<file path="config.mk">
export PLATFORM = sky130hd
export DESIGN_NAME = frq_ctrl
export DESIGN_NICKNAME = d
export VERILOG_FILES = /design/src/frame_ring_queue_assert.svh /design/src/frq_pkg.sv /design/src/frq_ctrl.sv
export SDC_FILE = /design/constraint.sdc
export NUM_CORES = 1
export LEC_CHECK = 0
export BUFFER_PORTS_ARGS = -buffer_cell sky130_fd_sc_hd__buf_2
export CELL_PAD_IN_SITES_DETAIL_PLACEMENT = 1
export CELL_PAD_IN_SITES_GLOBAL_PLACEMENT = 1
export CORE_AREA = 8 8 45 47
export CTS_CLUSTER_DIAMETER = 30
export DETAILED_ROUTE_END_ITERATION = 8
export DIE_AREA = 0 0 53 55
export GPL_TIMING_DRIVEN = 0
export PLACE_DENSITY = 0.4
export SETUP_SLACK_MARGIN = 0.2
export SLEW_MARGIN = 25
export SYNTH_ARGS = -nofsm -noshare
export SYNTH_HDL_FRONTEND = slang
export SYNTH_SLANG_ARGS = --single-unit
</file>
<file path="constraint.sdc">
create_clock -name clk -period 0.85 [get_ports clk]
set_input_delay 0.0425 -clock clk [delete_from_list [all_inputs] [get_ports clk]]
set_output_delay 0.0425 -clock clk [all_outputs]
set_load 0.03 [all_outputs]
</file>
<file path="src/frame_ring_queue_assert.svh">
// assertion macros for the frame ring queue
// used by the top level, which supplies clk and rst in scope
`ifndef FRAME_RING_QUEUE_ASSERT_SVH
`define FRAME_RING_QUEUE_ASSERT_SVH

// same-cycle implication, checked outside reset
`define FRQ_ASSERT_NOW(label, ante, cons, msg) \
  label: assert property (@(posedge clk) disable iff (rst) (ante) |-> (cons)) else $error(msg);

// next-cycle implication, checked outside reset
`define FRQ_ASSERT_NEXT(label, ante, cons, msg) \
  label: assert property (@(posedge clk) disable iff (rst) (ante) |=> (cons)) else $error(msg);

`endif

</file>
<file path="src/frq_pkg.sv">
// shared types and codes for the frame ring queue
// no dependencies; imported by every module of the block
package frq_pkg;

  localparam int THRESH_W = 4;
  localparam int LEN_W    = 12;
  localparam int CNT_OUT_W = 3;

  localparam logic KIND_PUSH = 1'b0;
  localparam logic KIND_POP  = 1'b1;

  localparam logic [1:0] STAT_OK        = 2'd0;
  localparam logic [1:0] STAT_POP_EMPTY = 2'd1;
  localparam logic [1:0] STAT_DROP_FULL = 2'd2;
  localparam logic [1:0] STAT_DROP_LONG = 2'd3;

  typedef struct packed {
    logic       kind;
    logic [7:0] push_byte;
    logic       push_last;
  } in_item_t;

  typedef struct packed {
    logic [7:0]           pop_byte;
    logic                 pop_last;
    logic [LEN_W-1:0]     frame_length;
    logic [1:0]           status;
    logic [CNT_OUT_W-1:0] frames_stored;
    logic [CNT_OUT_W-1:0] free_slots;
    logic                 above_threshold;
  } out_item_t;

  // commands from the controller to the datapath
  typedef struct packed {
    logic take_item;
    logic move_out;
  } frq_cmd_t;

endpackage

</file>
<file path="src/frq_ctrl.sv">
// handshake controller for the frame ring queue
// depends on frq_pkg; drives the datapath through frq_cmd_t
module frq_ctrl (
  input  logic            clk,
  input  logic            rst,
  input  logic            item_valid,
  output logic            item_ready,
  output logic            result_valid,
  input  logic            result_ready,
  output frq_pkg::frq_cmd_t cmd
);
  import frq_pkg::*;

  localparam logic ST_EMPTY  = 1'b0;
  localparam logic ST_STAGED = 1'b1;

  logic state;
  logic state_next;
  logic out_valid;
  logic out_valid_next;

  always_comb begin
    cmd.move_out   = (state == ST_STAGED) && (!out_valid || result_ready);
    item_ready     = (state == ST_EMPTY) || cmd.move_out;
    cmd.take_item  = item_valid && item_ready;
    out_valid_next = cmd.move_out || (out_valid && !result_ready);
    case (state)
      ST_EMPTY: begin
        state_next = cmd.take_item ? ST_STAGED : ST_EMPTY;
      end
      ST_STAGED: begin
        state_next = (cmd.move_out && !cmd.take_item) ? ST_EMPTY : ST_STAGED;
      end
      default: begin
        state_next = ST_EMPTY;
      end
    endcase
  end

  always_ff @(posedge clk) begin
    if (rst) begin
      state     <= ST_EMPTY;
      out_valid <= 1'b0;
    end else begin
      state     <= state_next;
      out_valid <= out_valid_next;
    end
  end

  assign result_valid = out_valid;

endmodule

</file>
==> results.md <==
- Cell at the slowest stage of the critical path: sky130_fd_sc_hd__dfxtp_4
- Cell area after placement: 163 sq um
- Std-Cell Rows: 14
- Reg power frac: 0.244
- Slew Limit Headroom: 0.938
- Post-synth net total: 14
- Number of endpoints with negative hold slack in the final report: 1
- Residual DRC count: 0
- Design internal power: 323 uW
- Required time of the critical path: 0.81 ns
- Final worst setup slack: -0.145 ns
- Combinational share of power: 0.207
- Relative contribution of the clock network to total power: 0.550
- Filler-free cell count of the finished design: 43
- Vert. Die Dim: 55 um
- Setup TNS: -0.534 ns
- Diodes inserted: 0
- Instance count after placement with tap cells included: 33
- Post-synth design cell area: 104 sq um
- Count of unique library cells instantiated by Yosys: 8
- Clock sinks: 2
- Overall die width: 53 um
- Power per cell area: 1560 mW/mm^2
- Placer's final routability congestion estimate: 0.532
- H-tree depth reported by CTS: 1
- Routed Wire Length: 412 um
- Starting utilization of the core area: 0.0750
- Reported max-cap violation count: 0
- # fillers: 164
- Worst-margin pin slew: 0.0934 ns
- Syn Area/Cell: 10.4 sq um
- Global-route usage over all layers: 0.0392
- Root Driver: sky130_fd_sc_hd__clkbuf_4
- WL per Instance: 9.58 um
- CTS Buf Count: 3
- Deepest clock path buffer count: 2
- Storage element area: 47.5 sq um
- Final count of pins violating max slew: 0
- Synthesized instance count: 10
- CTS clock-pin slew for the worst setup and hold paths: 0.04 ns
- Clk Latency, worst-skew pair: 0.23 ns
- Violated checks: hold timing, setup timing
- Final cycle utilization of the critical path: 1.17
- Yosys warns: 0
- Number of detailed-route iterations in the first pass: 1
- Chain of cells forming the critical path: nand3b_4, and2_4, buf_6
- CP Class: flip-flop to output port
- Number of vias per cell after detailed routing: 3.14
- Setup Skew: 0.0110 ns
- Multi-input combinational cell area: 61.3 sq um
- Share of synthesized area occupied by flip-flops and latches: 0.386
- Longest individual stage delay on the worst path: 0.36 ns
- Maximum number of pins on one net before global-route repair: 4
- RSZ-0062 raised after global routing: true
- Remaining global-route overflow: 0
- Final nets: 32
- Min-delay worst type: input pin to flip-flop
- Net switching power of the design: 108 uW
- Crit start category: flip-flop
- Ports: 8
- Maximum vdd ir drop: 0.000466 V
- Total non-filler cell area in the finished layout: 275 sq um
- Die footprint: 0.00292 sq mm
- Final setup violation count: 5
- Leakage power summed over all cells: 0.000146 uW
- Worst path arrival time: 0.95 ns
- Final worst path period need: 0.995 ns
- Status: finished with violations
- Fraction of final layout cells with drive strength greater than 1: 0.852
- Kind of capture point of the worst setup path: output port
- Highest attainable clock frequency: 1010 MHz
- Area growth, synth to finish: 165%
- Wire length of the first global-routing pass: 690 um
- Vias in the first global route: 154
- Switch share: 0.250
- Register bit count reported by yosys: 2
- Buffers added on ports: 7
- Area inside the core boundary: 0.00138 sq mm
- Initial antenna violation count: 0
- TritonCTS clock tree: built
- Total number of vias: 135
- Crit-path max FO: 3
- 1st-iter DRT viols: 0
- Worst Hold Slack: -0.00365 ns
- Remaining antenna violation count after routing: 0
## timing repair
action,4_1_cts,5_1_grt
cloned,0,0
endpoints found under the setup margin,6,6
pin swaps,2,1
buffers inserted,3,3
endpoints found under the hold margin,2,2
gates resized for setup,10,5
## placed cells by master (no fill, tap or decap), drive strengths merged
master,netlist,layout
a21oi,2,2
and2,2,2
buf,0,13
clkbuf,0,4
dfxtp,2,2
inv,2,2
nand2b,1,1
nand3b,1,1
## kinds of logic after synthesis
logic type | after synthesis | synth area share
buffers and inverters | 2 | 0.0723
flip-flops | 2 | 0.386
AND/OR/NAND/NOR | 4 | 0.410
AO/OA/AOI/OAI | 2 | 0.132
## metrics by stage
step                 util  power, uW  setup slack (ns)  hold slack (ns)
detailed placement  0.118        163            0.0122            0.228
CTS                 0.174        441            -0.174          -0.0127
global placement    0.118        161            0.0388            0.219
global route        0.199        476            -0.194          -0.0184
finish              0.199        431            -0.145         -0.00365
floorplan               -        142            0.0459            0.102
## final timing paths
kind | from | endpoint | slack (ns) | depth (start not counted)
worst max-delay path | result_valid | cmd[1] | -0.14 | 3
worst min-delay path | rst | result_valid | -0.004 | 2
worst max register to register | result_valid | result_valid | -0.01 | 4
worst min register to register | state | result_valid | 0.48 | 2
## registers in the layout (all words and copies together) (netlist names)
signal        cells
result_valid      1
state             1
## critical path: cells and delay by family, from the launching register on
family                 cells  cell delay [ns]
AND/OR/NAND/NOR            2             0.23
buffers and inverters      1             0.13
flip-flops                 1             0.36
## area by class of cell
class	instances	share of cell area
clock buffer	4	0.0955
timing repair buffer	13	0.409
tap	16	0.0727
multi-input combinational	6	0.223
sequential	2	0.173
inverter	2	0.0273
## routing by layer
metal | vias to the layer above | global-route usage | part of all wire
met5 | - | 0 | 0
met4 | 0 | 0.0388 | 0
met3 | 0 | 0.0508 | 0.19
met1 | 62 | 0.0317 | 0.36
li1 | 65 | - | -
met2 | 8 | 0.0449 | 0.44
## synthesized netlist by cell type (all sizes together)
master / instances / area, sq um
a21oi: 2 / 13.8
and2: 2 / 16.3
dfxtp: 2 / 40.0
inv: 2 / 7.51
nand2b: 1 / 6.26
nand3b: 1 / 20.0
## power by group through the flow
stage	Clock (uW)	Sequential, uW	Combinational (uW)
after global placement	0	106	54.6
final	237	105	89.1
after detailed placement	0	107	55.8
after floorplan	0	112	30.3
after global routing	274	106	96.1
after CTS	252	107	81.8
(Power assumes the default switching activity.)
